## src/hw/rtl/hte_pkg.sv

```systemverilog
`default_nettype none

package hte_pkg;

  // Field widths of the channel words
  localparam int CMD_W        = 2;
  localparam int SYMBOL_W     = 8;
  localparam int CODE_FIELD_W = 16;
  localparam int LEN_FIELD_W  = 5;
  localparam int BYTE_W       = 8;
  localparam int VALID_W      = 4;

  // Bit accumulator: at most seven bits stay behind between encodes
  localparam int PEND_W = 7;
  localparam int PCNT_W = 3;

  // Defaults for the top-level parameters
  localparam int SYMBOL_COUNT_DEF = 256;
  localparam int MAX_CODE_LEN_DEF = 16;

  // Result queue
  localparam int QUEUE_DEPTH = 4;
  localparam int QPTR_W      = $clog2(QUEUE_DEPTH);
  localparam int QCNT_W      = $clog2(QUEUE_DEPTH + 1);

  typedef enum logic [CMD_W-1:0] {
    CMD_LOAD   = 2'd0,
    CMD_ENCODE = 2'd1,
    CMD_FLUSH  = 2'd2,
    CMD_NONE   = 2'd3
  } cmd_t;

  typedef struct packed {
    logic [BYTE_W-1:0]  out_byte;
    logic [VALID_W-1:0] valid_bits;
    logic               run_last;
    logic               stream_end;
  } result_t;

  // Up to two result words pushed by the packing stage in one cycle
  typedef struct packed {
    logic [1:0] num;
    result_t    first;
    result_t    second;
  } push_t;

endpackage

`default_nettype wire

```

## src/hw/rtl/hte_if.sv

```systemverilog
`default_nettype none


interface hte_out_if import hte_pkg::*; ();
  logic               valid;
  logic               ready;
  logic [BYTE_W-1:0]  out_byte;
  logic [VALID_W-1:0] valid_bits;
  logic               run_last;
  logic               stream_end;

  modport source (output valid, out_byte, valid_bits, run_last, stream_end, input ready);
  modport sink   (input valid, out_byte, valid_bits, run_last, stream_end, output ready);
endinterface

`default_nettype wire

```

## src/hw/rtl/hte_out_queue.sv

```systemverilog
`default_nettype none

module hte_out_queue import hte_pkg::*; (
  input  wire logic     clk,
  input  wire logic     rst_n,
  input  wire push_t    push,
  output logic          room,
  hte_out_if.source     out_chan
);

  result_t            q_r [QUEUE_DEPTH];
  logic [QPTR_W-1:0]  wr_ptr_r, wr_ptr_nxt;
  logic [QPTR_W-1:0]  rd_ptr_r, rd_ptr_nxt;
  logic [QCNT_W-1:0]  count_r, count_nxt;
  logic               pop;
  logic [QPTR_W-1:0]  wr_ptr_p1;
  result_t            head;

  assign room      = (count_r <= QCNT_W'(QUEUE_DEPTH - 2));
  assign pop       = out_chan.valid && out_chan.ready;
  assign wr_ptr_p1 = wr_ptr_r + QPTR_W'(1);
  assign head      = q_r[rd_ptr_r];

  assign out_chan.valid      = (count_r != '0);
  assign out_chan.out_byte   = head.out_byte;
  assign out_chan.valid_bits = head.valid_bits;
  assign out_chan.run_last   = head.run_last;
  assign out_chan.stream_end = head.stream_end;

  always_comb begin
    wr_ptr_nxt = wr_ptr_r + QPTR_W'(push.num);
    rd_ptr_nxt = pop ? rd_ptr_r + QPTR_W'(1) : rd_ptr_r;
    count_nxt  = count_r + QCNT_W'(push.num) - QCNT_W'(pop);
  end

  always_ff @(posedge clk) begin
    if (!rst_n) begin
      wr_ptr_r <= '0;
      rd_ptr_r <= '0;
      count_r  <= '0;
    end else begin
      wr_ptr_r <= wr_ptr_nxt;
      rd_ptr_r <= rd_ptr_nxt;
      count_r  <= count_nxt;
    end
  end

  // Payload slots carry no reset
  always_ff @(posedge clk) begin
    if (push.num != 2'd0) begin
      q_r[wr_ptr_r] <= push.first;
    end
    if (push.num == 2'd2) begin
      q_r[wr_ptr_p1] <= push.second;
    end
  end

endmodule

`default_nettype wire

```

## src/flat_wrapper.sv

```systemverilog
// flat-port wrapper written by rule: the top's interface ports become plain ports
module hte_out_queue_flat import hte_pkg::*;
  (clk, rst_n, push, room, out_chan_valid, out_chan_out_byte, out_chan_valid_bits, out_chan_run_last, out_chan_stream_end, out_chan_ready);
  hte_out_if out_chan_i ();
  input  wire logic clk;
  input  wire logic rst_n;
  input  wire push_t push;
  output logic room;
  output wire logic [$bits(out_chan_i.valid)-1:0] out_chan_valid;
  output wire logic [$bits(out_chan_i.out_byte)-1:0] out_chan_out_byte;
  output wire logic [$bits(out_chan_i.valid_bits)-1:0] out_chan_valid_bits;
  output wire logic [$bits(out_chan_i.run_last)-1:0] out_chan_run_last;
  output wire logic [$bits(out_chan_i.stream_end)-1:0] out_chan_stream_end;
  input wire logic [$bits(out_chan_i.ready)-1:0] out_chan_ready;
  assign out_chan_valid = out_chan_i.valid;
  assign out_chan_out_byte = out_chan_i.out_byte;
  assign out_chan_valid_bits = out_chan_i.valid_bits;
  assign out_chan_run_last = out_chan_i.run_last;
  assign out_chan_stream_end = out_chan_i.stream_end;
  assign out_chan_i.ready = out_chan_ready;
  hte_out_queue u_core (.clk(clk), .rst_n(rst_n), .push(push), .room(room), .out_chan(out_chan_i));
endmodule
```

## config.mk

```make
export PLATFORM = sky130hd
export DESIGN_NAME = hte_out_queue_flat
export DESIGN_NICKNAME = d
export VERILOG_FILES = /design/src/hw/rtl/hte_pkg.sv /design/src/hw/rtl/hte_if.sv /design/src/hw/rtl/hte_out_queue.sv /design/src/flat_wrapper.sv
export SDC_FILE = /design/constraint.sdc
export NUM_CORES = 1
export LEC_CHECK = 0
export BUFFER_PORTS_ARGS = -buffer_cell sky130_fd_sc_hd__buf_2
export CAP_MARGIN = 20
export CORE_UTILIZATION = 50
export DETAILED_ROUTE_END_ITERATION = 12
export GPL_ROUTABILITY_DRIVEN = 1
export GPL_TIMING_DRIVEN = 0
export PLACE_DENSITY = 0.69
export SETUP_SLACK_MARGIN = 0.3
export SLEW_MARGIN = 20
export SYNTH_ARGS = -nofsm -noshare
export SYNTH_HDL_FRONTEND = slang
export SYNTH_SLANG_ARGS = --single-unit
```

## constraint.sdc

```tcl
create_clock -name clk -period 6 [get_ports clk]
set_input_delay 0.6 -clock clk [delete_from_list [all_inputs] [get_ports clk]]
set_output_delay 0.6 -clock clk [all_outputs]
set_load 0.01 [all_outputs]
```

==> impl_results.md <==
* Placed cell count at 310
* Vias in the first global route at 1,782
* CTS resizes at 0
* Yosys top cell area share at 0.519
* CTS Buffer Depth at 2
* P_leak at 1.39 nW
* Most frequent cells in the layout: edfxtp_1, buf_2, mux2_2, mux4_2, mux2_4
* Sequential cell area at 0.00186 mm2
* Final core occ at 0.611
* Largest net degree at the start of global routing at 15
* Final setup viols at 0
* Synthesized flop and latch total at 65
* H-tree Lvls at 3
* ANT nets after route at 0
* First-pass GRT wire length at 9.03 mm
* CP Class: reg -> out
* Cts bufs inserted at 9
* Largest area contributor in the netlist: edfxtp_1
* Area contributors post-synth: edfxtp_1, mux2_2, mux4_2, dfxtp_1, mux2_4
* Final hold violation count at 0
* Die Footprint at 0.00680 mm2
* Largest stage delay, worst path at 580 ps
* Tcrit/Tclk final at 0.453
* Avg Vias per Cell at 5.54
* Row count at 28
* Multi-input logic area at 0.00131 mm2
* Startpoint Class: flip-flop
* Most frequent CP cell: buf_2
* Worst EP required at 5400 ps
* Clock Latency Late Sink at 320 ps
* Netlist cell types at 28
* Syn nets at 225
* DR pass1 iterations at 4
* Share of cells above drive strength 1 at 0.568
* Crit. End Element: output pin
* Mapped Area at 0.00324 mm2
* Mapped Avg Cell Area at 17.3 um2
* Final WL at 5.91 mm
* GRT overflow at 0
* Clock Skews at 5.38 ps
* Slew @ Worst Pin at 885 ps
* Min Tclk post-route at 2720 ps
* Relative slew slack at 0.409
* Drt drc at 0
* Crit-path cells: clkbuf_1 > buf_2 > mux4_2 > buf_2
* Total of max-cap violations at 0
* Sequential fraction of the synthesis area at 0.575
* Outcome: complete, no violations
* Root buf cell: clkbuf_8
* Final std cells w/o fill at 325
* Slew Viols, Final at 0
* CP Data Arrival Time at 2120 ps
* Dpl cell area at 0.00358 mm2
* Post-route cell area at 0.00373 mm2
* PortBufs at 48
* GRT Overall Usage at 0.194
* Fill count at 491
* Area growth syn-to-layout at 15.1%
* WL/cell at 18.2 um
* Detailed Route Iter0 Violations at 68
* YS warnings at 0
* Clock transition at the registers of the reported paths at 70 ps
* Final nets at 284
* Commonest non-fill, non-tap cell in the layout: edfxtp_1
* Die Y at 82.5 um
* Synthesized instance count at 187
* Floorplan Core Area at 0.00610 mm2
* Min-delay worst type: in -> reg
* # IOs at 49
* Pwr dens at 333 mW/mm2
* Initial antenna violation count at 0
* Die Span X at 82.5 um
* Crit path max fanout at 10
* Setup bufs post-CTS at 0
* VDD IR max at 0.000221 V
* CTS Hold Bufs at 0
* Via count at 1,801
* Fmax at 368 MHz
* Unrepaired setup endpoints after global routing: false
* Initial core utilization at 0.531
* Antenna Cells at 0
* Final HPWL DP at 3.94 mm
* Setup TNS at 0 ps
* CTS tree: built
* Clk sink count at 65
* Tot Pwr at 1.24 mW
* RD Place Congestion at 0.699
* CP max stage cell: mux4_2
## final cells by class
cell class                      count  area share
Sequential cell                    65       0.499
Clock inverter                      6     0.00705
Tap cell                           75      0.0252
Timing Repair Buffer               48      0.0645
Clock buffer                        9      0.0332
Buffer                              9      0.0138
Inverter                            6     0.00604
Multi-Input combinational cell    107       0.351
## worst max-delay path, delay by kind of cell (launching register included)
kind | cells | cell delay (ps)
buffers and inverters | 3 | 910
DFF | 1 | 310
muxes | 1 | 580
## synth_stat cells, drive strengths merged
cell type and instances:
mux2i 3, edfxtp 56, nand2b 2, inv 6, fa 1, a21oi 1
buf 6, nor3 1, nor4 1, mux4 14, clkbuf 3, nor2 3
and2 5, a22o 2, xor2 1, xnor2 5, mux2 56, dfxtp 9
ha 4, o31a 1, or3 2, o311ai 1, nor2b 4
## through the flow
stage | hold slack, ps | setup slack (ps)
after floorplan | 520 | 3910
after global placement | 558 | 3560
after detailed placement | 562 | 3580
after CTS | 572 | 3230
after global routing | 566 | 3140
final | 568 | 3280
## sequential cells by signal (all words and copies together), names as in the netlist, named ones only
name	flops
u_core.count_r	3
u_core.q_r	56
u_core.rd_ptr_r	2
u_core.wr_ptr_r	2
## cells by family (layout without fill, tap and decap cells)
group,count (synthesis),after routing,synth area share
muxes,73,73,0.313
DFF,65,65,0.575
and+or+nand+nor,18,18,0.0390
buffers and inverters,15,78,0.0228
xor gates and xnor gates,6,6,0.0162
adders and majority gates,5,5,0.0216
AOI/OAI and AO/OA,5,5,0.0124
## worst paths after layout
check / start / end / slack, ps / cells after the start
setup / recovery: flip-flop / out_chan_stream_end / 3280 / 4
setup reg to reg: u_core.count_r[2] / u_core.count_r[2] / 3870 / 9
hold / removal: rst_n / u_core.wr_ptr_r[0] / 570 / 2
hold reg to reg: u_core.rd_ptr_r[0] / u_core.rd_ptr_r[0] / 580 / 2
## report_power, final
group	switching [mW]	total [mW]	internal [mW]
clock	0.156	0.297	0.141
combinational	0.174	0.357	0.183
sequential	0.0266	0.589	0.562
total	0.357	1.24	0.886
## layer usage
layer | share of wire | vias to the layer above | track usage
met5 | 0 | - | 0
met4 | 0.012 | 0 | 0.0684
met3 | 0.039 | 9 | 0.0495
met2 | 0.51 | 42 | 0.331
met1 | 0.44 | 903 | 0.238
li1 | - | 847 | -
No activity file was read; power rests on OpenSTA's default activity.
